[config.mk]
export PLATFORM = sky130hd
export DESIGN_NAME = olb_cell
export DESIGN_NICKNAME = d
export VERILOG_FILES = /design/src/olb_pkg.sv /design/src/olb_cell.sv
export SDC_FILE = /design/constraint.sdc
export NUM_CORES = 1
export LEC_CHECK = 0
export BUFFER_PORTS_ARGS = -buffer_cell sky130_fd_sc_hd__buf_2
export CAP_MARGIN = 40
export CORE_MARGIN = 4
export CORE_UTILIZATION = 46
export DETAILED_ROUTE_END_ITERATION = 7
export PLACE_DENSITY = 0.85
export SKIP_CTS_REPAIR_TIMING = 1
export SYNTH_ARGS = -nofsm -noshare
export SYNTH_HDL_FRONTEND = slang
export SYNTH_SLANG_ARGS = --single-unit
[constraint.sdc]
create_clock -name clk -period 6.6 [get_ports clk]
set_clock_uncertainty 0.15 [all_clocks]
set_input_delay 0.33 -clock clk [delete_from_list [all_inputs] [get_ports clk]]
set_output_delay 0.33 -clock clk [all_outputs]
set_load 0.02 [all_outputs]
[src/olb_pkg.sv]
// Shared types and constants for the ordered list buffer.
// Holds the request and result structs, operation and status codes, cell control.
// No dependencies.
`timescale 1ns / 1ps

package olb_pkg;

  localparam int DATA_W = 32;
  localparam int LEAF_W = DATA_W + 1;

  localparam logic [2:0] OP_INS_FRONT = 3'd0;
  localparam logic [2:0] OP_INS_END   = 3'd1;
  localparam logic [2:0] OP_INS_POS   = 3'd2;
  localparam logic [2:0] OP_DELETE    = 3'd3;
  localparam logic [2:0] OP_READ      = 3'd4;
  localparam logic [2:0] OP_SEARCH    = 3'd5;

  localparam logic [1:0] ST_DONE  = 2'd0;
  localparam logic [1:0] ST_FULL  = 2'd1;
  localparam logic [1:0] ST_RANGE = 2'd2;

  typedef struct packed {
    logic [2:0]               operation;
    logic signed [DATA_W-1:0] item_value;
    logic [6:0]               position;
  } in_item_t;

  typedef struct packed {
    logic [1:0]               status;
    logic signed [DATA_W-1:0] read_value;
    logic                     found;
    logic [6:0]               entry_count;
  } out_item_t;

  typedef struct packed {
    logic insert_en;
    logic delete_en;
    logic pick_en;
    logic match_en;
  } cell_ctl_t;

endpackage

[src/olb_cell.sv]
// One list entry of the ordered list buffer: shifts with its neighbors and
// registers its share of a read or search result.
// Depends on olb_pkg.
`timescale 1ns / 1ps

module olb_cell import olb_pkg::*; #(
  parameter int IDX = 0,
  parameter int IW  = 6,
  parameter int CW  = 7
) (
  input  logic                     clk,
  input  cell_ctl_t                ctl,
  input  logic [IW-1:0]            at,
  input  logic [CW-1:0]            cnt,
  input  logic signed [DATA_W-1:0] key,
  input  logic signed [DATA_W-1:0] left_value,
  input  logic signed [DATA_W-1:0] right_value,
  output logic signed [DATA_W-1:0] value,
  output logic [LEAF_W-1:0]        leaf
);

  logic at_here;
  logic live;
  logic match;

  assign at_here = (IW'(IDX) == at);
  assign live    = (CW'(IDX) < cnt);
  assign match   = ctl.match_en && live && (value == key);

  always_ff @(posedge clk) begin
    if (ctl.insert_en) begin
      if (at_here) begin
        value <= key;
      end else if (IW'(IDX) > at) begin
        value <= left_value;
      end
    end else if (ctl.delete_en && (IW'(IDX) >= at)) begin
      value <= right_value;
    end
    leaf <= {match, (ctl.pick_en && at_here) ? value : {DATA_W{1'b0}}};
  end

endmodule

# Word level (Yosys, flattened, before mapping)
# Cells that the tools add are included.
[op_classes] magnitude_cmp=3 eq_ne=2 mux=4 reduce_logical=7
[op_table] operator="$mux 32" count=4
[op_table] operator="$eq 32x32->1" count=1
[op_table] operator="$lt 1x7->1 const A" count=1
[op_table] operator="$ge 1x6->1 const A" count=1
[op_table] operator="$gt 1x6->1 const A" count=1
[op_table] operator="$logic_not 6->1" count=1
[op_table] operator="$logic_and 1x1->1" count=4
[op_table] operator="$ne 3x1->1 const B" count=1
[op_table] operator="$reduce_and 2->1" count=1
[op_table] operator="$reduce_bool 2->1" count=1
[word_totals] reg_bits=65 inputBits=114 wordCells=19 out_inout_bits=65

# Longest topological paths before layout
[logic_depth] word_depth=4 ltp_mapped=6 mapped_depth_nobuf=4

# Least setup slack after synthesis
# Ideal clock, no wire load.
[synth_timing] kind="input to register" startpoint="input port ctl[3] in the netlist's numbering" endpoint="register value[0], enable pin" cell_stages=4 required_ps=6029 arrival_time_ps=2210 path_buffers=2 setup_slack_ps=3819 cell_sequence="buf_2 > clkbuf_1 > nor2_1 > nor2_1"
[synth_via] elab_chain_len=2
[synth_lines] element="from (decl)" line_no="olb_cell.sv:12" text="input cell_ctl_t ctl,"
[synth_lines] element="$ne 3x1->1 (no line) or $reduce_bool 2->1 (tied branches)"
[synth_lines] element="$reduce_and 2->1 (no line) (*)"
[synth_lines] element="to (signal assigned)" line_no="olb_cell.sv:33" text="value <= key;"
[synth_lines] element="to (signal assigned)" line_no="olb_cell.sv:35" text="value <= left_value;"
[synth_lines] element="to (signal assigned)" line_no="olb_cell.sv:38" text="value <= right_value;"
[synth_lines] element="to (decl)" line_no="olb_cell.sv:18" text="output logic signed [DATA_W-1:0] value,"
# Every way passes the cells marked *; elsewhere a longest branch is shown, timed or not.
# A chain may end at the register's enable or synchronous reset.

# Worst setup path after layout
[layout_timing] startpoint="register value[5]" endpoint="register leaf[32]"
[layout_via] elab_chain_len=2
[layout_lines] element="$eq 32x32->1" line_no="olb_cell.sv:28" text="assign match = ctl.match_en && live && (value == key);"
[layout_lines] element="$logic_and 1x1->1" line_no="olb_cell.sv:28"
[layout_lines] element="named net match" line_no="olb_cell.sv:24" text="logic match;"
[layout_lines] element="to (signal assigned)" line_no="olb_cell.sv:40" text="leaf <= {match, (ctl.pick_en && at_here) ? value : {DATA_W{1'b0}}};"
[layout_lines] element="to (decl)" line_no="olb_cell.sv:19" text="output logic [LEAF_W-1:0] leaf"
# The timed path passes the listed nets, and every way through them passes these cells.

==> impl_results.md <==
* Initial antenna violation count at 0
* Diodes inserted at 0
* Synth Cell Area at 0.00289 mm2
* Gpl congestion at 0.834
* Metal3 WL at 745 um
* YS warnings at 0
* TritonCTS clock tree: yes
* Critical Path Fanout Max at 3
* Crit. End Element: flip-flop
* Slowest stage delay, CP at 0.43 ns
* Die ar. at 0.00762 mm2
* TritonCTS Sinks at 65
* P per Cell Area at 200 mW/mm2
* CP delay by family, top: simple AND/OR/NAND/NOR gates
* Total global-route track usage at 21.2%
* Seq/Total Area, Yosys at 56.1%
* TritonRoute pass-1 iters at 4
* Clock latency on the worst-skew pair at 0.32 ns
* First-pass GRT wire length at 12500 um
* Clock group share of total power at 35.6%
* Post-synth net total at 413
* Leakage at 2.04 nW
* Placed insts at 535
* Final setup fails at 0
* #FFs+latches synth at 65
* Final wirelength at 8320 um
* Final Cell Area at 0.00400 mm2
* WP data required at 6.69 ns
* Post-synth top area cell: edfxtp_1
* Clk slew on worst S/H paths at 0.07 ns
* Comb power frac at 10.9%
* WP buf/inv at 0
* CP Cell Sequence: xor2_1 -> nor4_1 -> nand4_1 -> nor3_1
* Commonest cells after routing, fill and taps aside: 178 x buf_2, 65 x nand2_1, 36 x nor2_1
* Core box area at 0.00603 mm2
* Gate Count Post-Synth at 299
* Synth top area share at 33.2%
* Maxcap violations at 0
* Maximum vdd drop at 0.124 mV
* Met2 wire len at 4290 um
* Share of layout cells above drive strength 1 at 41.3%
* Final nets at 586
* I/O pin cnt at 179
* Vias in the first global route at 2687
* Met1 WL at 3210 um
* Cell variety after synth at 16
* Int Power at 0.613 mW
* Hold_ws at 0.138 ns
* Setup CP Type: reg -> reg
* Longest Clk Path Bufs at 2
* Die Width at 87.3 um
* CTS root buffer: clkbuf_8
* Max_slew headroom at 60.4%
* Buffers on Ports at 178
* H-tree lvl count at 3
* Largest net degree at the start of global routing at 66
* Non-filler instance count after layout at 552
* Slew @ Worst Pin at 0.594 ns
* Commonest non-fill, non-tap cell in the layout: buf_2
* Maximum clock frequency at 606 MHz
* Drt initial violations at 112
* Synthesis-to-finish area growth at 38.4%
* Startpoint Class: flip-flop
* Starting Density at 48.0%
* Status: finished clean
* Vias post-DR at 2809
* P_sw at 0.188 mW
* Tot Pwr at 0.801 mW
* Max Used Layer: met4
* Unrepaired setup endpoints after global routing: no
* Rows at 28
* Hold Crit Class: in -> reg
* Post-route ant nets at 0
* Die Height at 87.3 um
* Sequential power share at 53.5%
* Final Hold Vio Count at 0
* Via density at 5.09
* CTS buffer count at 9
* Sw frac at 23.5%
* Fin. max-slew vios at 0
* Placed cell area at 0.00381 mm2
* Wire per inst at 15.1 um
* Total Neg Setup Slack at 0 ns
* Drt drc at 0
* Syn avg cell area at 9.67 um2
* Slowest-stage cell, CP: edfxtp_1
* Grt total ovfl at 0
* Tcrit/Tclk final at 25.0%
* Data arrival time of the worst path at 1.74 ns
* Hpwl dp at 6380 um
* Minimum clock period at 1.65 ns
* Most area-consuming cells after synthesis: edfxtp_1 33%, dfxtp_1 23%, xor2_1 9.4%
-- synthesized netlist by cell type --
library cell,number
a31oi_1,32
dfxtp_1,33
clkbuf_1,11
nand2_1,65
nor4_1,8
nor2_1,37
clkbuf_2,3
xnor2_1,1
nor3_1,3
xor2_1,31
edfxtp_1,32
and3_1,33
buf_2,2
nand3_1,2
buf_6,4
nand4_1,2
-- cells by family after synthesis --
| group | after synthesis | share of synthesized area (%) |
|---|---|---|
| simple gates | 150 | 23.4 |
| flops | 65 | 56.1 |
| xor+xnor | 32 | 9.70 |
| compound gates | 32 | 6.93 |
| buf+inv | 20 | 3.85 |
-- power by group through the flow --
stage	sequential (mW)	clock (mW)	combinational, mW
floorplan	0.441	0	0.0354
global placement	0.438	0	0.0847
detailed placement	0.438	0	0.0874
CTS	0.429	0.292	0.0876
global route	0.429	0.312	0.0969
finish	0.429	0.285	0.0875
-- worst register-to-register path, cell delays in order, from the launching register on --
cell      delay, ns
edfxtp_1       0.43
xor2_1         0.17
nor4_1         0.43
nand4_1        0.18
nor3_1         0.21
-- layer usage --
metal | global-route usage (%) | up-vias
met5 | 0 | -
met1 | 25.3 | 1281
met2 | 37.9 | 137
li1 | - | 1380
met4 | 7.39 | 0
met3 | 3.88 | 11
-- path summary, 6_finish.rpt --
path              startpoint        to  slack [ns]  cells after the start
setup / recovery    value[5]  leaf[32]        4.95                      4
hold / removal        ctl[0]  leaf[32]        0.14                      3
setup reg to reg    value[5]  leaf[32]        4.95                      4
hold reg to reg    value[23]  leaf[23]        0.40                      1
-- flip-flops by register name (all words and copies together) (netlist names) --
signal,cells
value,32
leaf,33
-- metrics by stage --
| step | setup slack [ns] | util [%] |
|---|---|---|
| floorplan | 3.82 | - |
| global placement | 4.32 | 62.9 |
| detailed placement | 4.26 | 63.3 |
| CTS | 4.61 | 66.0 |
| global route | 4.86 | 66.4 |
| finish | 4.95 | 66.4 |
-- area by class of cell --
cell class,count,area (um2)
Tap cell,75,93.8
Sequential cell,65,1620
Clock buffer,12,145
Clock inverter,4,18.8
Timing Repair Buffer,182,953
Multi-Input combinational cell,214,1170
Fill cell,506,2030
Note: power is estimated with default switching activity, not from simulation.
